==> src/rtl/core/tgtp_pkg.sv <==
`default_nettype none

package tgtp_pkg;

   localparam int COORD_BITS     = 12;
   localparam int RES_BITS       = 13;
   localparam int TILE_BITS      = 8;
   localparam int COLOR_BITS     = 32;
   localparam int STEP_BITS      = 8;
   localparam int DEPTH_BITS     = 6;
   localparam int LAYOUT_BITS    = 30;
   localparam int FIELD_BITS     = 5;
   localparam int CHANNELS       = 3;
   localparam int CHAN_MAX       = 8;
   localparam int CSR_INDEX_BITS = 3;
   localparam int CSR_DATA_BITS  = 32;

   // tile index is built two quotient bits per stage
   localparam int LOCATE_STAGES  = TILE_BITS / 2;
   localparam int SHIFT_BITS     = $clog2(TILE_BITS);
   localparam int DIV_W          = RES_BITS + TILE_BITS - 1;
   localparam int CMP_W          = (COORD_BITS > RES_BITS) ? COORD_BITS : RES_BITS;
   localparam int DIV_COUNT_BITS = $clog2(RES_BITS);
   localparam int INDEX_BITS     = 2 * TILE_BITS;
   localparam int PROD_BITS      = INDEX_BITS + STEP_BITS;

   localparam logic [RES_BITS-1:0]    HRES_RESET    = 13'd1024;
   localparam logic [RES_BITS-1:0]    VRES_RESET    = 13'd768;
   localparam logic [TILE_BITS-1:0]   TILES_RESET   = 8'd1;
   localparam logic [COLOR_BITS-1:0]  FIRST_RESET   = 32'd0;
   localparam logic [STEP_BITS-1:0]   STEP_RESET    = 8'd0;
   localparam logic                   INDEXED_RESET = 1'b1;
   localparam logic [DEPTH_BITS-1:0]  DEPTH_RESET   = 6'd8;
   localparam logic [LAYOUT_BITS-1:0] LAYOUT_RESET  = 30'h10042110;

   typedef enum logic [CSR_INDEX_BITS-1:0] {
      CSR_HRES    = 3'd0,
      CSR_VRES    = 3'd1,
      CSR_TILES   = 3'd2,
      CSR_FIRST   = 3'd3,
      CSR_STEP    = 3'd4,
      CSR_INDEXED = 3'd5,
      CSR_DEPTH   = 3'd6,
      CSR_LAYOUT  = 3'd7
   } csr_index_type;

   typedef enum logic [1:0] {
      GEO_LOAD,
      GEO_DIVIDE,
      GEO_SCALE,
      GEO_READY
   } geo_state_type;

   typedef struct packed {
      logic [RES_BITS-1:0] tw;
      logic [RES_BITS-1:0] th;
      logic [RES_BITS-1:0] lim_x;
      logic [RES_BITS-1:0] lim_y;
      logic                grid_ok;
   } geo_type;

   typedef struct packed {
      logic [TILE_BITS-1:0]   tiles;
      logic [COLOR_BITS-1:0]  first;
      logic [STEP_BITS-1:0]   step;
      logic                   indexed;
      logic [DEPTH_BITS-1:0]  depth;
      logic [LAYOUT_BITS-1:0] layout;
   } color_cfg_type;

   typedef struct packed {
      logic [TILE_BITS-1:0] col;
      logic [TILE_BITS-1:0] row;
      logic                 in_grid;
   } tile_type;

   typedef struct packed {
      logic [COORD_BITS-1:0] rem;
      logic                  q;
   } div_step_type;

   function automatic logic [COLOR_BITS-1:0] low_mask(input logic [DEPTH_BITS-1:0] bits);
      logic [COLOR_BITS-1:0] m;
      if (bits >= DEPTH_BITS'(COLOR_BITS)) begin
         m = '1;
      end else begin
         m = (COLOR_BITS'(1) << bits) - COLOR_BITS'(1);
      end
      return m;
   endfunction

   // one restoring step against the divisor shifted up by k
   function automatic div_step_type div_step(input logic [COORD_BITS-1:0] rem,
                                             input logic [RES_BITS-1:0]   dvs,
                                             input logic [SHIFT_BITS-1:0] k);
      logic [DIV_W-1:0] r_ext;
      logic [DIV_W-1:0] d_ext;
      div_step_type     s;
      r_ext = DIV_W'(rem);
      d_ext = DIV_W'(dvs) << k;
      if (r_ext >= d_ext) begin
         s.rem = COORD_BITS'(r_ext - d_ext);
         s.q   = 1'b1;
      end else begin
         s.rem = rem;
         s.q   = 1'b0;
      end
      return s;
   endfunction

endpackage

`default_nettype wire

==> src/rtl/core/tgtp_locate.sv <==
`default_nettype none

module tgtp_locate import tgtp_pkg::*; (
   input  logic                  clock,
   input  logic                  reset,
   input  logic                  in_valid,
   output logic                  in_ready,
   input  logic [COORD_BITS-1:0] pixel_x,
   input  logic [COORD_BITS-1:0] pixel_y,
   input  geo_type               geo,
   output logic                  out_valid,
   input  logic                  out_ready,
   output tile_type              tile
);

   logic                  valid_ff  [LOCATE_STAGES];
   logic [COORD_BITS-1:0] rem_x_ff  [LOCATE_STAGES];
   logic [COORD_BITS-1:0] rem_y_ff  [LOCATE_STAGES];
   logic [TILE_BITS-1:0]  col_ff    [LOCATE_STAGES];
   logic [TILE_BITS-1:0]  row_ff    [LOCATE_STAGES];
   logic                  inside_ff [LOCATE_STAGES];
   logic [LOCATE_STAGES:0] en;

   assign en[LOCATE_STAGES] = out_ready;

   for (genvar s = 0; s < LOCATE_STAGES; s++) begin : g_stage
      logic [COORD_BITS-1:0] rx_src, ry_src;
      logic [TILE_BITS-1:0]  c_src, r_src;
      logic                  in_src, v_src;
      div_step_type          sx_hi, sx_lo, sy_hi, sy_lo;

      if (s == 0) begin : g_first
         assign rx_src = pixel_x;
         assign ry_src = pixel_y;
         assign c_src  = '0;
         assign r_src  = '0;
         assign v_src  = in_valid;
         // whole tiles only: the remainder strips fall outside
         assign in_src = geo.grid_ok
                      && (CMP_W'(pixel_x) < CMP_W'(geo.lim_x))
                      && (CMP_W'(pixel_y) < CMP_W'(geo.lim_y));
      end else begin : g_next
         assign rx_src = rem_x_ff[s-1];
         assign ry_src = rem_y_ff[s-1];
         assign c_src  = col_ff[s-1];
         assign r_src  = row_ff[s-1];
         assign v_src  = valid_ff[s-1];
         assign in_src = inside_ff[s-1];
      end

      always_comb begin
         sx_hi = div_step(rx_src,    geo.tw, SHIFT_BITS'(TILE_BITS - 1 - 2 * s));
         sx_lo = div_step(sx_hi.rem, geo.tw, SHIFT_BITS'(TILE_BITS - 2 - 2 * s));
         sy_hi = div_step(ry_src,    geo.th, SHIFT_BITS'(TILE_BITS - 1 - 2 * s));
         sy_lo = div_step(sy_hi.rem, geo.th, SHIFT_BITS'(TILE_BITS - 2 - 2 * s));
      end

      assign en[s] = !valid_ff[s] || en[s+1];

      always_ff @(posedge clock) begin
         if (reset) begin
            valid_ff[s] <= 1'b0;
         end else if (en[s]) begin
            valid_ff[s] <= v_src;
         end
         if (en[s]) begin
            rem_x_ff[s]  <= sx_lo.rem;
            rem_y_ff[s]  <= sy_lo.rem;
            col_ff[s]    <= {c_src[TILE_BITS-3:0], sx_hi.q, sx_lo.q};
            row_ff[s]    <= {r_src[TILE_BITS-3:0], sy_hi.q, sy_lo.q};
            inside_ff[s] <= in_src;
         end
      end
   end

   assign in_ready     = en[0];
   assign out_valid    = valid_ff[LOCATE_STAGES-1];
   assign tile.col     = col_ff[LOCATE_STAGES-1];
   assign tile.row     = row_ff[LOCATE_STAGES-1];
   assign tile.in_grid = inside_ff[LOCATE_STAGES-1];

endmodule

`default_nettype wire

==> config.mk <==
export PLATFORM = sky130hd
export DESIGN_NAME = tgtp_locate
export DESIGN_NICKNAME = d
export VERILOG_FILES = /design/src/rtl/core/tgtp_pkg.sv /design/src/rtl/core/tgtp_locate.sv
export SDC_FILE = /design/constraint.sdc
export NUM_CORES = 1
export LEC_CHECK = 0
export ABC_AREA = 0
export BUFFER_PORTS_ARGS = -buffer_cell sky130_fd_sc_hd__buf_2
export CAP_MARGIN = 20
export CORE_MARGIN = 3
export CORE_UTILIZATION = 57
export CTS_BUF_LIST = sky130_fd_sc_hd__clkbuf_2
export CTS_CLUSTER_SIZE = 8
export DETAILED_ROUTE_END_ITERATION = 16
export HOLD_SLACK_MARGIN = 0.02
export PLACE_DENSITY = 0.8
export SETUP_SLACK_MARGIN = 0.5
export SLEW_MARGIN = 20
export SYNTH_ARGS = -nofsm -noshare
export SYNTH_HDL_FRONTEND = slang
export SYNTH_SLANG_ARGS = --single-unit
==> constraint.sdc <==
create_clock -name clock -period 5.4 [get_ports clock]
set_input_delay 1.08 -clock clock [delete_from_list [all_inputs] [get_ports clock]]
set_output_delay 1.08 -clock clock [all_outputs]
set_load 0.02 [all_outputs]
==> flow_summary_export.csv <==
group,metric,value,unit
status,status,"finished, final reports clean",
clock_tree,clkTransAtPathRegs,0.18,ns
yosys,seq_area_frac_synth,0.335,
power_and_ir_drop,peakVddDrop,141,µV
clock_tree,cts_tree,"yes",
global_route,grt_pass1_wl,40.7,mm
worst_setup_path,criticalPathCategory,"in2reg",
floorplan,die-area,0.0206,mm²
global_route,grt_overflow,0,
yosys,syn_nets,1297,
yosys,synth-seq-cells,120,
power_and_ir_drop,internal_power,1.77,mW
route,detail_route.wl_per_cell,17.3,µm
yosys,synth_cell_type_count,63,
clock_tree,htreeDepth,4,
cells_and_area,design_area,0.0123,mm²
yosys,synth_top_cell_area_share,0.335,
global_route,grt_use_total,0.248,
clock_tree,cts_buffers,17,
route,top_layer,"met4",
timing,hold_viol_final,0,
route,num_vias,8557,
yosys,syn-cell-area,0.0108,mm²
timing,fin_crit,4.63,ns
clock_tree,clock_sinks,120,
job,cap_violations,0,
timing,rsz0062_at_grt,"false",
worst_setup_path,critPathLaunchType,"primary input",
worst_setup_path,crit_arrival,5.09,ns
power_and_ir_drop,total_leakage_power,5.66,nW
global_route,grt_max_degree,39,
power_and_ir_drop,pwr-share-comb,0.349,
route,m1WireLength,11.3,mm
floorplan,rows,49,
route,ant_nets,0,
timing,slew_violations,0,
yosys,synth-main-ff-cell,"edfxtp_1",
timing,finalCritPeriodShare,0.857,
power_and_ir_drop,power_density,215,mW/mm²
clock_tree,ctsResizeCount,0,
route,met3_length,1.33,mm
clock_tree,clk_latency,0.71,ns
timing,finalSetupTns,0,ns
yosys,synth_common_cells,"158 x ha_1, 120 x edfxtp_1, 97 x inv_1",
power_and_ir_drop,pwr-share-seq,0.418,
yosys,synthTopCellsByArea,"edfxtp_1 33%, ha_1 18%, mux2_2 8.1%, xnor2_1 3.7%, inv_1 3.4%",
worst_setup_path,crit_path_end_kind,"register",
worst_setup_path,reg2reg_depth,13,
min_path,hp-class,"reg2reg",
floorplan,dieWidth,143,µm
clock_tree,cts.path.max_buffers,2,
cells_and_area,drive_above_1_share,0.241,
min_path,holdPathStages,0,
timing,tightest_slew,0.966,ns
route,drt_iter0_drc,598,
placement,port_buffers,99,
floorplan,io_pins,100,
power_and_ir_drop,power_switching,0.875,mW
timing,skew,0.0329,ns
yosys,synth_area_leader_cell,"edfxtp_1",
cells_and_area,nets,1451,
power_and_ir_drop,p_clk_frac,0.233,
route,dr.pass1.iters,5,
floorplan,start_util,0.589,
worst_setup_path,cp_max_fo,9,
yosys,async_reset_ff_frac,0,
clock_tree,cts_root_buffer,"clkbuf_2",
floorplan,core,0.0183,mm²
placement,dpl_cell_area,0.0120,mm²
floorplan,die_h,143,µm
global_route,grt_pass1_vias,8557,
route,viasPerCell,5.94,
global_route,grt_antenna_before_repair,1,
clock_tree,ctsHoldBuffers,0,
timing,max_freq,216,MHz
power_and_ir_drop,sw_frac_of_total,0.331,
placement,detailed_place_hpwl,20.1,mm
route,wl_met2,11.5,mm
yosys,avgSynthCellArea,10.3,µm²
yosys,synth.most_common_cell,"ha_1",
yosys,yosysWarningCount,0,
timing,setup_violations,0,
clock_tree,cts_setup_buffers,0,
route,drcViolationCount,0,
worst_setup_path,required,5.87,ns
cells_and_area,syn_to_final_growth,14.1,%
timing,max_slew_margin,0.354,
yosys,synth_edf_count,120,
route,routed_wl,24.9,mm
placement,gp_congestion,0.941,
yosys,syn_inst,1044,
-- cell type report --
class,instances,area [µm²]
well taps,229,287
flip-flops and latches,120,3600
repair buffers,142,818
clock buffers,17,85.1
fillers,1400,5990
multi-input cells,819,6930
clock inverters,15,176
diodes,1,2.50
inverters,98,375
-- sequential cells by signal, indices dropped and copies added, names as in the netlist --
| register | cells |
|---|---|
| valid_ff | 4 |
| rem_x_ff | 36 |
| inside_ff | 4 |
| col_ff | 20 |
| rem_y_ff | 36 |
| row_ff | 20 |
-- placed cells by master, fill, tap and decap left out, types with 6 or more instances in the layout --
cell / count
clkbuf_2: 17
nor3_1: 20
mux2_4: 8
buf_2: 99
nand2b_1: 10
edfxtp_1: 120
nor4_1: 7
inv_1: 95
nand3_1: 9
xnor2_1: 45
o21ai_0: 55
ha_1: 153
mux2i_1: 16
nor2_1: 72
buf_4: 43
mux2_2: 74
xor2_1: 21
a21o_1: 27
a21oi_1: 62
fa_1: 14
nor2b_1: 30
nand4_1: 15
o31a_1: 8
nand2_1: 39
o21bai_1: 6
o21a_1: 24
-- final timing paths --
path	startpoint	end	slack (ns)
max	geo[41]	rem_x_ff[1][11]$_DFFE_PP_	0.77
min	inside_ff[2]$_DFFE_PP_	inside_ff[3]$_DFFE_PP_	0.44
max reg2reg	rem_x_ff[0][0]$_DFFE_PP_	rem_x_ff[1][11]$_DFFE_PP_	0.81
min reg2reg	inside_ff[2]$_DFFE_PP_	inside_ff[3]$_DFFE_PP_	0.44
-- stage by stage --
stage | worst slack [ns] | power, mW | hold slack (ns) | std cells | util
after floorplan | 0.497 | 1.79 | 0.400 | 1044 | -
after global placement | 0.197 | 1.99 | 0.401 | 1408 | 0.658
after detailed placement | 0.0729 | 2.03 | 0.405 | 1408 | 0.658
after CTS | 0.805 | 2.65 | 0.443 | 1440 | 0.672
after global routing | 0.537 | 2.82 | 0.454 | 1441 | 0.672
final | 0.774 | 2.64 | 0.440 | 1441 | 0.672
-- critical path, cell delays in order --
cell and delay, ns:
buf_2 0.12, clkinvlp_4 0.20, ha_4 0.33, nor2b_1 0.18
o31a_1 0.16, o21a_1 0.17, o311ai_2 0.12, a21oi_2 0.36
mux2i_2 0.35, ha_1 0.30, nor2b_1 0.14, o21ai_0 0.20
a21oi_1 0.15, o311a_1 0.39, a2111oi_4 0.38, nor4_4 0.13
mux2_2 0.30
-- power by group through the flow --
stage | registers [mW] | clock network [mW] | logic [mW]
floorplan | 1.12 | 0 | 0.670
global placement | 1.12 | 0 | 0.871
detailed placement | 1.13 | 0 | 0.904
CTS | 1.10 | 0.634 | 0.912
global route | 1.11 | 0.674 | 1.03
finish | 1.11 | 0.617 | 0.922
-- routing by layer --
layer  global-route usage  up-vias
li1                     -     4186
met1                0.328     4027
met2                0.412      289
met3               0.0346       55
met4                0.105        0
met5                    0        -
-- cells by family after synthesis --
logic type / Yosys count / synth area share
compound gates: 238 / 0.142
xor+xnor: 66 / 0.0537
fa+ha+maj: 172 / 0.210
buf+inv: 105 / 0.0380
flops: 120 / 0.335
mux: 100 / 0.104
simple gates: 243 / 0.118
Note: power is estimated with default switching activity, not from simulation.
