<file path="src/rtl/core/tgtp_pkg.sv">
`default_nettype none

package tgtp_pkg;

   localparam int COORD_BITS     = 12;
   localparam int RES_BITS       = 13;
   localparam int TILE_BITS      = 8;
   localparam int COLOR_BITS     = 32;
   localparam int STEP_BITS      = 8;
   localparam int DEPTH_BITS     = 6;
   localparam int LAYOUT_BITS    = 30;
   localparam int FIELD_BITS     = 5;
   localparam int CHANNELS       = 3;
   localparam int CHAN_MAX       = 8;
   localparam int CSR_INDEX_BITS = 3;
   localparam int CSR_DATA_BITS  = 32;

   // tile index is built two quotient bits per stage
   localparam int LOCATE_STAGES  = TILE_BITS / 2;
   localparam int SHIFT_BITS     = $clog2(TILE_BITS);
   localparam int DIV_W          = RES_BITS + TILE_BITS - 1;
   localparam int CMP_W          = (COORD_BITS > RES_BITS) ? COORD_BITS : RES_BITS;
   localparam int DIV_COUNT_BITS = $clog2(RES_BITS);
   localparam int INDEX_BITS     = 2 * TILE_BITS;
   localparam int PROD_BITS      = INDEX_BITS + STEP_BITS;

   localparam logic [RES_BITS-1:0]    HRES_RESET    = 13'd1024;
   localparam logic [RES_BITS-1:0]    VRES_RESET    = 13'd768;
   localparam logic [TILE_BITS-1:0]   TILES_RESET   = 8'd1;
   localparam logic [COLOR_BITS-1:0]  FIRST_RESET   = 32'd0;
   localparam logic [STEP_BITS-1:0]   STEP_RESET    = 8'd0;
   localparam logic                   INDEXED_RESET = 1'b1;
   localparam logic [DEPTH_BITS-1:0]  DEPTH_RESET   = 6'd8;
   localparam logic [LAYOUT_BITS-1:0] LAYOUT_RESET  = 30'h10042110;

   typedef enum logic [CSR_INDEX_BITS-1:0] {
      CSR_HRES    = 3'd0,
      CSR_VRES    = 3'd1,
      CSR_TILES   = 3'd2,
      CSR_FIRST   = 3'd3,
      CSR_STEP    = 3'd4,
      CSR_INDEXED = 3'd5,
      CSR_DEPTH   = 3'd6,
      CSR_LAYOUT  = 3'd7
   } csr_index_type;

   typedef enum logic [1:0] {
      GEO_LOAD,
      GEO_DIVIDE,
      GEO_SCALE,
      GEO_READY
   } geo_state_type;

   typedef struct packed {
      logic [RES_BITS-1:0] tw;
      logic [RES_BITS-1:0] th;
      logic [RES_BITS-1:0] lim_x;
      logic [RES_BITS-1:0] lim_y;
      logic                grid_ok;
   } geo_type;

   typedef struct packed {
      logic [TILE_BITS-1:0]   tiles;
      logic [COLOR_BITS-1:0]  first;
      logic [STEP_BITS-1:0]   step;
      logic                   indexed;
      logic [DEPTH_BITS-1:0]  depth;
      logic [LAYOUT_BITS-1:0] layout;
   } color_cfg_type;

   typedef struct packed {
      logic [TILE_BITS-1:0] col;
      logic [TILE_BITS-1:0] row;
      logic                 in_grid;
   } tile_type;

   typedef struct packed {
      logic [COORD_BITS-1:0] rem;
      logic                  q;
   } div_step_type;

   function automatic logic [COLOR_BITS-1:0] low_mask(input logic [DEPTH_BITS-1:0] bits);
      logic [COLOR_BITS-1:0] m;
      if (bits >= DEPTH_BITS'(COLOR_BITS)) begin
         m = '1;
      end else begin
         m = (COLOR_BITS'(1) << bits) - COLOR_BITS'(1);
      end
      return m;
   endfunction

   // one restoring step against the divisor shifted up by k
   function automatic div_step_type div_step(input logic [COORD_BITS-1:0] rem,
                                             input logic [RES_BITS-1:0]   dvs,
                                             input logic [SHIFT_BITS-1:0] k);
      logic [DIV_W-1:0] r_ext;
      logic [DIV_W-1:0] d_ext;
      div_step_type     s;
      r_ext = DIV_W'(rem);
      d_ext = DIV_W'(dvs) << k;
      if (r_ext >= d_ext) begin
         s.rem = COORD_BITS'(r_ext - d_ext);
         s.q   = 1'b1;
      end else begin
         s.rem = rem;
         s.q   = 1'b0;
      end
      return s;
   endfunction

endpackage

`default_nettype wire

</file>
<file path="src/rtl/core/tgtp_color.sv">
`default_nettype none

module tgtp_color import tgtp_pkg::*; (
   input  logic                  clock,
   input  logic                  reset,
   input  logic                  in_valid,
   output logic                  in_ready,
   input  tile_type              tile,
   input  color_cfg_type         cfg,
   output logic                  out_valid,
   input  logic                  out_ready,
   output logic [COLOR_BITS-1:0] pixel_color,
   output logic                  inside_grid
);

   logic en1, en2, en3;

   // stage 1: tile index and per-channel deltas
   logic                    v1_ff, inside1_ff;
   logic [INDEX_BITS-1:0]   idx_ff, idx_in;
   logic [CHAN_MAX-1:0]     delta_ff [CHANNELS];
   logic [CHAN_MAX-1:0]     delta_in [CHANNELS];
   logic [INDEX_BITS-1:0]   prod_c, prod_r;
   logic [INDEX_BITS:0]     prod_s;
   logic [TILE_BITS:0]      cr_sum;

   // stage 2: indexed product and advanced channel values
   logic                    v2_ff, inside2_ff;
   logic [PROD_BITS-1:0]    prod_ff, prod_in;
   logic [CHAN_MAX-1:0]     chan_ff [CHANNELS];
   logic [CHAN_MAX-1:0]     chan_in [CHANNELS];
   logic [FIELD_BITS-1:0]   pos      [CHANNELS];
   logic [FIELD_BITS-1:0]   size_raw [CHANNELS];
   logic [FIELD_BITS-1:0]   size     [CHANNELS];
   logic [CHAN_MAX-1:0]     cmask    [CHANNELS];

   // stage 3: packing and byte truncation
   logic                    v3_ff, inside3_ff;
   logic [COLOR_BITS-1:0]   color_ff, color_in;
   logic [COLOR_BITS-1:0]   indexed_color, direct_color;
   logic [DEPTH_BITS-1:0]   depth, depth_round;

   assign en3      = !v3_ff || out_ready;
   assign en2      = !v2_ff || en3;
   assign en1      = !v1_ff || en2;
   assign in_ready = en1;

   always_comb begin
      idx_in      = INDEX_BITS'(INDEX_BITS'(tile.row) * INDEX_BITS'(cfg.tiles))
                  + INDEX_BITS'(tile.col);
      cr_sum      = (TILE_BITS + 1)'(tile.col) + (TILE_BITS + 1)'(tile.row);
      prod_c      = INDEX_BITS'(tile.col) * INDEX_BITS'(cfg.step);
      prod_r      = INDEX_BITS'(tile.row) * INDEX_BITS'(cfg.step);
      prod_s      = (INDEX_BITS + 1)'(cr_sum) * (INDEX_BITS + 1)'(cfg.step);
      // channel masks are at most eight bits, so only the low byte of a delta counts
      delta_in[0] = prod_c[CHAN_MAX-1:0];
      delta_in[1] = prod_r[CHAN_MAX-1:0];
      delta_in[2] = prod_s[CHAN_MAX-1:0];
   end

   always_ff @(posedge clock) begin
      if (reset) begin
         v1_ff <= 1'b0;
      end else if (en1) begin
         v1_ff <= in_valid;
      end
      if (en1) begin
         inside1_ff <= tile.in_grid;
         idx_ff     <= idx_in;
         for (int c = 0; c < CHANNELS; c++) begin
            delta_ff[c] <= delta_in[c];
         end
      end
   end

   always_comb begin
      for (int c = 0; c < CHANNELS; c++) begin
         pos[c]      = cfg.layout[2 * c * FIELD_BITS +: FIELD_BITS];
         size_raw[c] = cfg.layout[(2 * c + 1) * FIELD_BITS +: FIELD_BITS];
         size[c]     = (size_raw[c] > FIELD_BITS'(CHAN_MAX)) ? FIELD_BITS'(CHAN_MAX)
                                                             : size_raw[c];
         cmask[c]    = CHAN_MAX'(low_mask(DEPTH_BITS'(size[c])));
         chan_in[c]  = ((CHAN_MAX'(cfg.first >> pos[c]) & cmask[c]) + delta_ff[c])
                     & cmask[c];
      end
      prod_in = PROD_BITS'(idx_ff) * PROD_BITS'(cfg.step);
   end

   always_ff @(posedge clock) begin
      if (reset) begin
         v2_ff <= 1'b0;
      end else if (en2) begin
         v2_ff <= v1_ff;
      end
      if (en2) begin
         inside2_ff <= inside1_ff;
         prod_ff    <= prod_in;
         for (int c = 0; c < CHANNELS; c++) begin
            chan_ff[c] <= chan_in[c];
         end
      end
   end

   always_comb begin
      depth = (cfg.depth > DEPTH_BITS'(COLOR_BITS)) ? DEPTH_BITS'(COLOR_BITS) : cfg.depth;
      // whole bytes: round the depth up to a multiple of eight
      depth_round   = (depth + DEPTH_BITS'(7)) & ~DEPTH_BITS'(7);
      indexed_color = (cfg.first + COLOR_BITS'(prod_ff)) & low_mask(depth);
      direct_color  = '0;
      for (int c = 0; c < CHANNELS; c++) begin
         direct_color = direct_color | (COLOR_BITS'(chan_ff[c]) << pos[c]);
      end
      if (!inside2_ff) begin
         color_in = '0;
      end else if (cfg.indexed) begin
         color_in = indexed_color & low_mask(depth_round);
      end else begin
         color_in = direct_color & low_mask(depth_round);
      end
   end

   always_ff @(posedge clock) begin
      if (reset) begin
         v3_ff <= 1'b0;
      end else if (en3) begin
         v3_ff <= v2_ff;
      end
      if (en3) begin
         inside3_ff <= inside2_ff;
         color_ff   <= color_in;
      end
   end

   assign out_valid   = v3_ff;
   assign pixel_color = color_ff;
   assign inside_grid = inside3_ff;

endmodule

`default_nettype wire

</file>
<file path="config.mk">
export PLATFORM = sky130hd
export DESIGN_NAME = tgtp_color
export DESIGN_NICKNAME = d
export VERILOG_FILES = /design/src/rtl/core/tgtp_pkg.sv /design/src/rtl/core/tgtp_color.sv
export SDC_FILE = /design/constraint.sdc
export NUM_CORES = 1
export LEC_CHECK = 0
export BUFFER_PORTS_ARGS = -buffer_cell sky130_fd_sc_hd__clkbuf_2
export CORE_MARGIN = 4
export CORE_UTILIZATION = 25
export DETAILED_ROUTE_END_ITERATION = 8
export PLACE_DENSITY = 0.39
export SLEW_MARGIN = 20
export SYNTH_ARGS = -nofsm -noshare
export SYNTH_HDL_FRONTEND = slang
export SYNTH_SLANG_ARGS = --single-unit
</file>
<file path="constraint.sdc">
create_clock -name clock -period 5.6 [get_ports clock]
set_input_delay 0.56 -clock clock [delete_from_list [all_inputs] [get_ports clock]]
set_output_delay 0.56 -clock clock [all_outputs]
set_load 0.01 [all_outputs]
</file>
==> flow_metrics.py <==
metrics = {
    "clocking": {
        "post-cts-setup-buffers": 0,
        "path_clk_slew_ns": 0.06,
        "cts_hold_buf": 0,
        "ctsResizeCount": 0,
        "ctsHtreeMaxLevel": 4,
        "clock-sinks": 126,
        "cts_root_buffer": "clkbuf_16",
        "cts_tree": "done",
        "clk_latency_ns": 0.48,
        "clk_path_buf_depth": 2,
        "cts_buffers": 17,
    },
    "routing": {
        "via_per_inst": 5.03,
        "first_iter_violations": 1427,
        "drt_wl_total_um": 75900,
        "via_count": 18000,
        "drcViolationCount": 0,
        "wl_per_cell_um": 21.2,
        "drtAntennaViolNets": 0,
        "dr.pass1.iters": 5,
    },
    "placement": {
        "gp_congestion": 0.916,
        "placed_area_sq_um": 23700,
        "dp.final_hpwl_um": 61000,
        "port_buffers": 140,
    },
    "cells_and_area": {
        "final_util_pct": 27.9,
        "n_fill_cell": 9347,
        "nNetsFinal": 2874,
        "post-route-cell-area_sq_um": 24300,
        "drive_above_1_share_pct": 14.9,
        "syn_to_final_growth_pct": 10.6,
        "num_antenna_cells": 0,
    },
    "power": {
        "power.density_nw_per_um2": 566,
        "vdd_drop_max_uv": 587,
        "p_leak_nw": 10.5,
    },
    "die": {
        "io-pin-count": 141,
        "row_count": 108,
        "die_w_um": 304,
        "core_sq_um": 87000,
        "floorplan.die_area_sq_um": 92700,
        "start_util_pct": 25.2,
        "die_h_um": 304,
    },
    "worst_setup_path": {
        "r2r_cells": 18,
        "path_class": "flop to flop",
        "r2r_start": "idx_ff[5]$_DFFE_PP_",
        "worst_setup_path_end_kind": "flop",
        "start_kind": "flop",
        "crit_fanout": 8,
        "required_ns": 5.82,
        "critical_path_arrival_ns": 5.24,
        "r2r-end": "prod_ff[23]$_DFFE_PP_",
        "regToRegSetupSlack_ns": 0.58,
    },
    "yosys": {
        "synth_cell_types": 84,
        "syn_avg_cell_area_sq_um": 9.30,
        "synth_most_common_cell": "nand2_1",
        "yosys-top-cells-count": "nand2_1, inv_1, and2_1",
        "yosys_warnings": 0,
        "synth_area_sq_um": 22000,
        "synth_edf_count": 123,
        "async_flop_share_pct": 0,
        "syn-instance-count": 2361,
        "yosys-top-cells-area": "edfxtp_1, fa_1, mux4_2, ha_1, and2_1",
        "yosys.area.top_type": "edfxtp_1",
        "ys_ff_latch": 126,
        "synth_nets": 2821,
        "synthDominantCellAreaShare_pct": 16.8,
        "synthFlopType": "edfxtp_1",
        "yosysSeqAreaShare_pct": 17.1,
    },
    "sta": {
        "fin_crit_ns": 5.02,
        "maxSlewHeadroom_pct": 37.4,
        "fmax_ghz": 0.199,
        "slew_violations": 0,
        "grt_setup_unrepaired": "false",
        "timing.final.crit_share_pct": 89.6,
        "fin_skew_ns": 0.0134,
        "tightest_slew_ns": 0.938,
        "setup_violations": 0,
        "hold_violations": 0,
        "tns_ns": 0,
    },
    "status": {
        "status": "completed",
    },
    "grt": {
        "grt.total_usage_pct": 16.4,
        "grt_pass1_wl_um": 118000,
        "overflow": 0,
        "grt_start_max_net_pins": 50,
        "grt_pass1_vias": 18900,
        "antenna_found_initial": 7,
    },
    "hold_path": {
        "hold_path_class": "primary input to flop",
        "hold_depth": 1,
        "worstHoldEndpoint": "inside1_ff$_DFFE_PP_",
        "hp-start": "tile[0]",
    },
    "flow_run": {
        "timing.max_cap.violations": 0,
    },
}
-- cell usage in the layout (no fill, tap or decap), types with 30 or more instances in the layout --
cell      synthesis  routed
nand2_1         274     273
inv_1           239     238
and2_1          190     190
ha_1            185     185
fa_1            169     169
nor2_1          141     141
clkbuf_2          0     140
a21oi_1         138     138
edfxtp_1        123     123
mux4_2          119     119
xnor2_1          99      99
o21ai_0          72      72
a21o_1           36      36
mux2i_1          36      36
xor2_1           35      35
buf_4            16      34
nand3_1          31      31
a211oi_1         30      30
-- state kept, by name, indices dropped and copies added (netlist names), 16 cells and up --
name / flops
chan_ff: 24
prod_ff: 24
idx_ff: 16
pixel_color: 32
delta_ff: 24
-- kinds of logic (layout without fill, tap and decap cells) --
kind of cell             Yosys count  in the layout  share of synthesized area, %
flip-flops                       126            126                          17.1
adder cells (fa/ha/maj)          354            354                          25.9
buffers and inverters            383            449                          7.14
AND/OR/NAND/NOR                  753            753                          16.7
AO/OA/AOI/OAI                    437            437                          12.9
multiplexers                     174            174                          14.9
XOR/XNOR                         134            134                          5.34
-- report_power, final --
| group | switching (mW) | internal, mW |
|---|---|---|
| Clock | 0.458 | 0.690 |
| Sequential | 0.342 | 1.91 |
| Combinational | 5.80 | 4.55 |
| Total | 6.60 | 7.15 |
-- critical path, cell delays in order (launching register included) --
cell and delay (ns):
edfxtp_1 0.53, and2_1 0.24, fa_1 0.53, inv_1 0.05, fa_1 0.52, inv_1 0.05
fa_1 0.47, inv_1 0.04, fa_1 0.35, inv_1 0.07, ha_1 0.26, o21a_1 0.18
o21ai_0 0.26, nor2b_1 0.17, a21oi_1 0.07, a31oi_1 0.49, o2111ai_1 0.20, a21oi_1 0.20
xnor2_1 0.09
-- per-layer routing --
metal  share of wire [%]  vias to the layer above  wire [um]  track usage [%]
met5                0.12                        -         88                0
met4                 3.1                       12       2340             4.96
met3                 5.5                      140       4150             3.22
met2                  46                      605      35000             26.7
met1                  45                     8910      34300             22.0
li1                    -                     8363          -                -
-- area by class of cell --
cell class              count  area (sq um)  share of cell area (%)
flip-flops and latches    126          3750                    15.5
well taps                1155          1450                    5.95
inverters                 243           912                    3.76
repair buffers            174           956                    3.94
clock buffers              19           433                    1.78
clock inverters            13           146                   0.603
multi-input cells        1852         16600                    68.5
-- how the worst max path moves through the flow --
stage / cells past startpoint / endpoint / slack [ns] / startpoint
after floorplan: 20 / delta_ff[0][23]$_DFFE_PP_ / 0.60 / tile[1]
after global placement: 21 / delta_ff[0][23]$_DFFE_PP_ / 0.23 / tile[1]
after detailed placement: 21 / delta_ff[0][23]$_DFFE_PP_ / 0.24 / tile[1]
after CTS: 18 / prod_ff[23]$_DFFE_PP_ / 0.53 / idx_ff[5]$_DFFE_PP_
after global routing: 18 / prod_ff[21]$_DFFE_PP_ / 0.21 / idx_ff[5]$_DFFE_PP_
final: 18 / prod_ff[23]$_DFFE_PP_ / 0.58 / idx_ff[5]$_DFFE_PP_
-- stage by stage --
stage / hold WS, ns / setup slack, ns / std cells / total power, mW
floorplan: 0.400 / 0.603 / 2361 / 9.94
global placement: 0.407 / 0.233 / 3550 / 12.6
detailed placement: 0.423 / 0.237 / 3550 / 12.6
CTS: 0.218 / 0.531 / 3582 / 13.9
global route: 0.230 / 0.211 / 3582 / 15.4
finish: 0.271 / 0.582 / 3582 / 13.7
(Power assumes the default switching activity.)
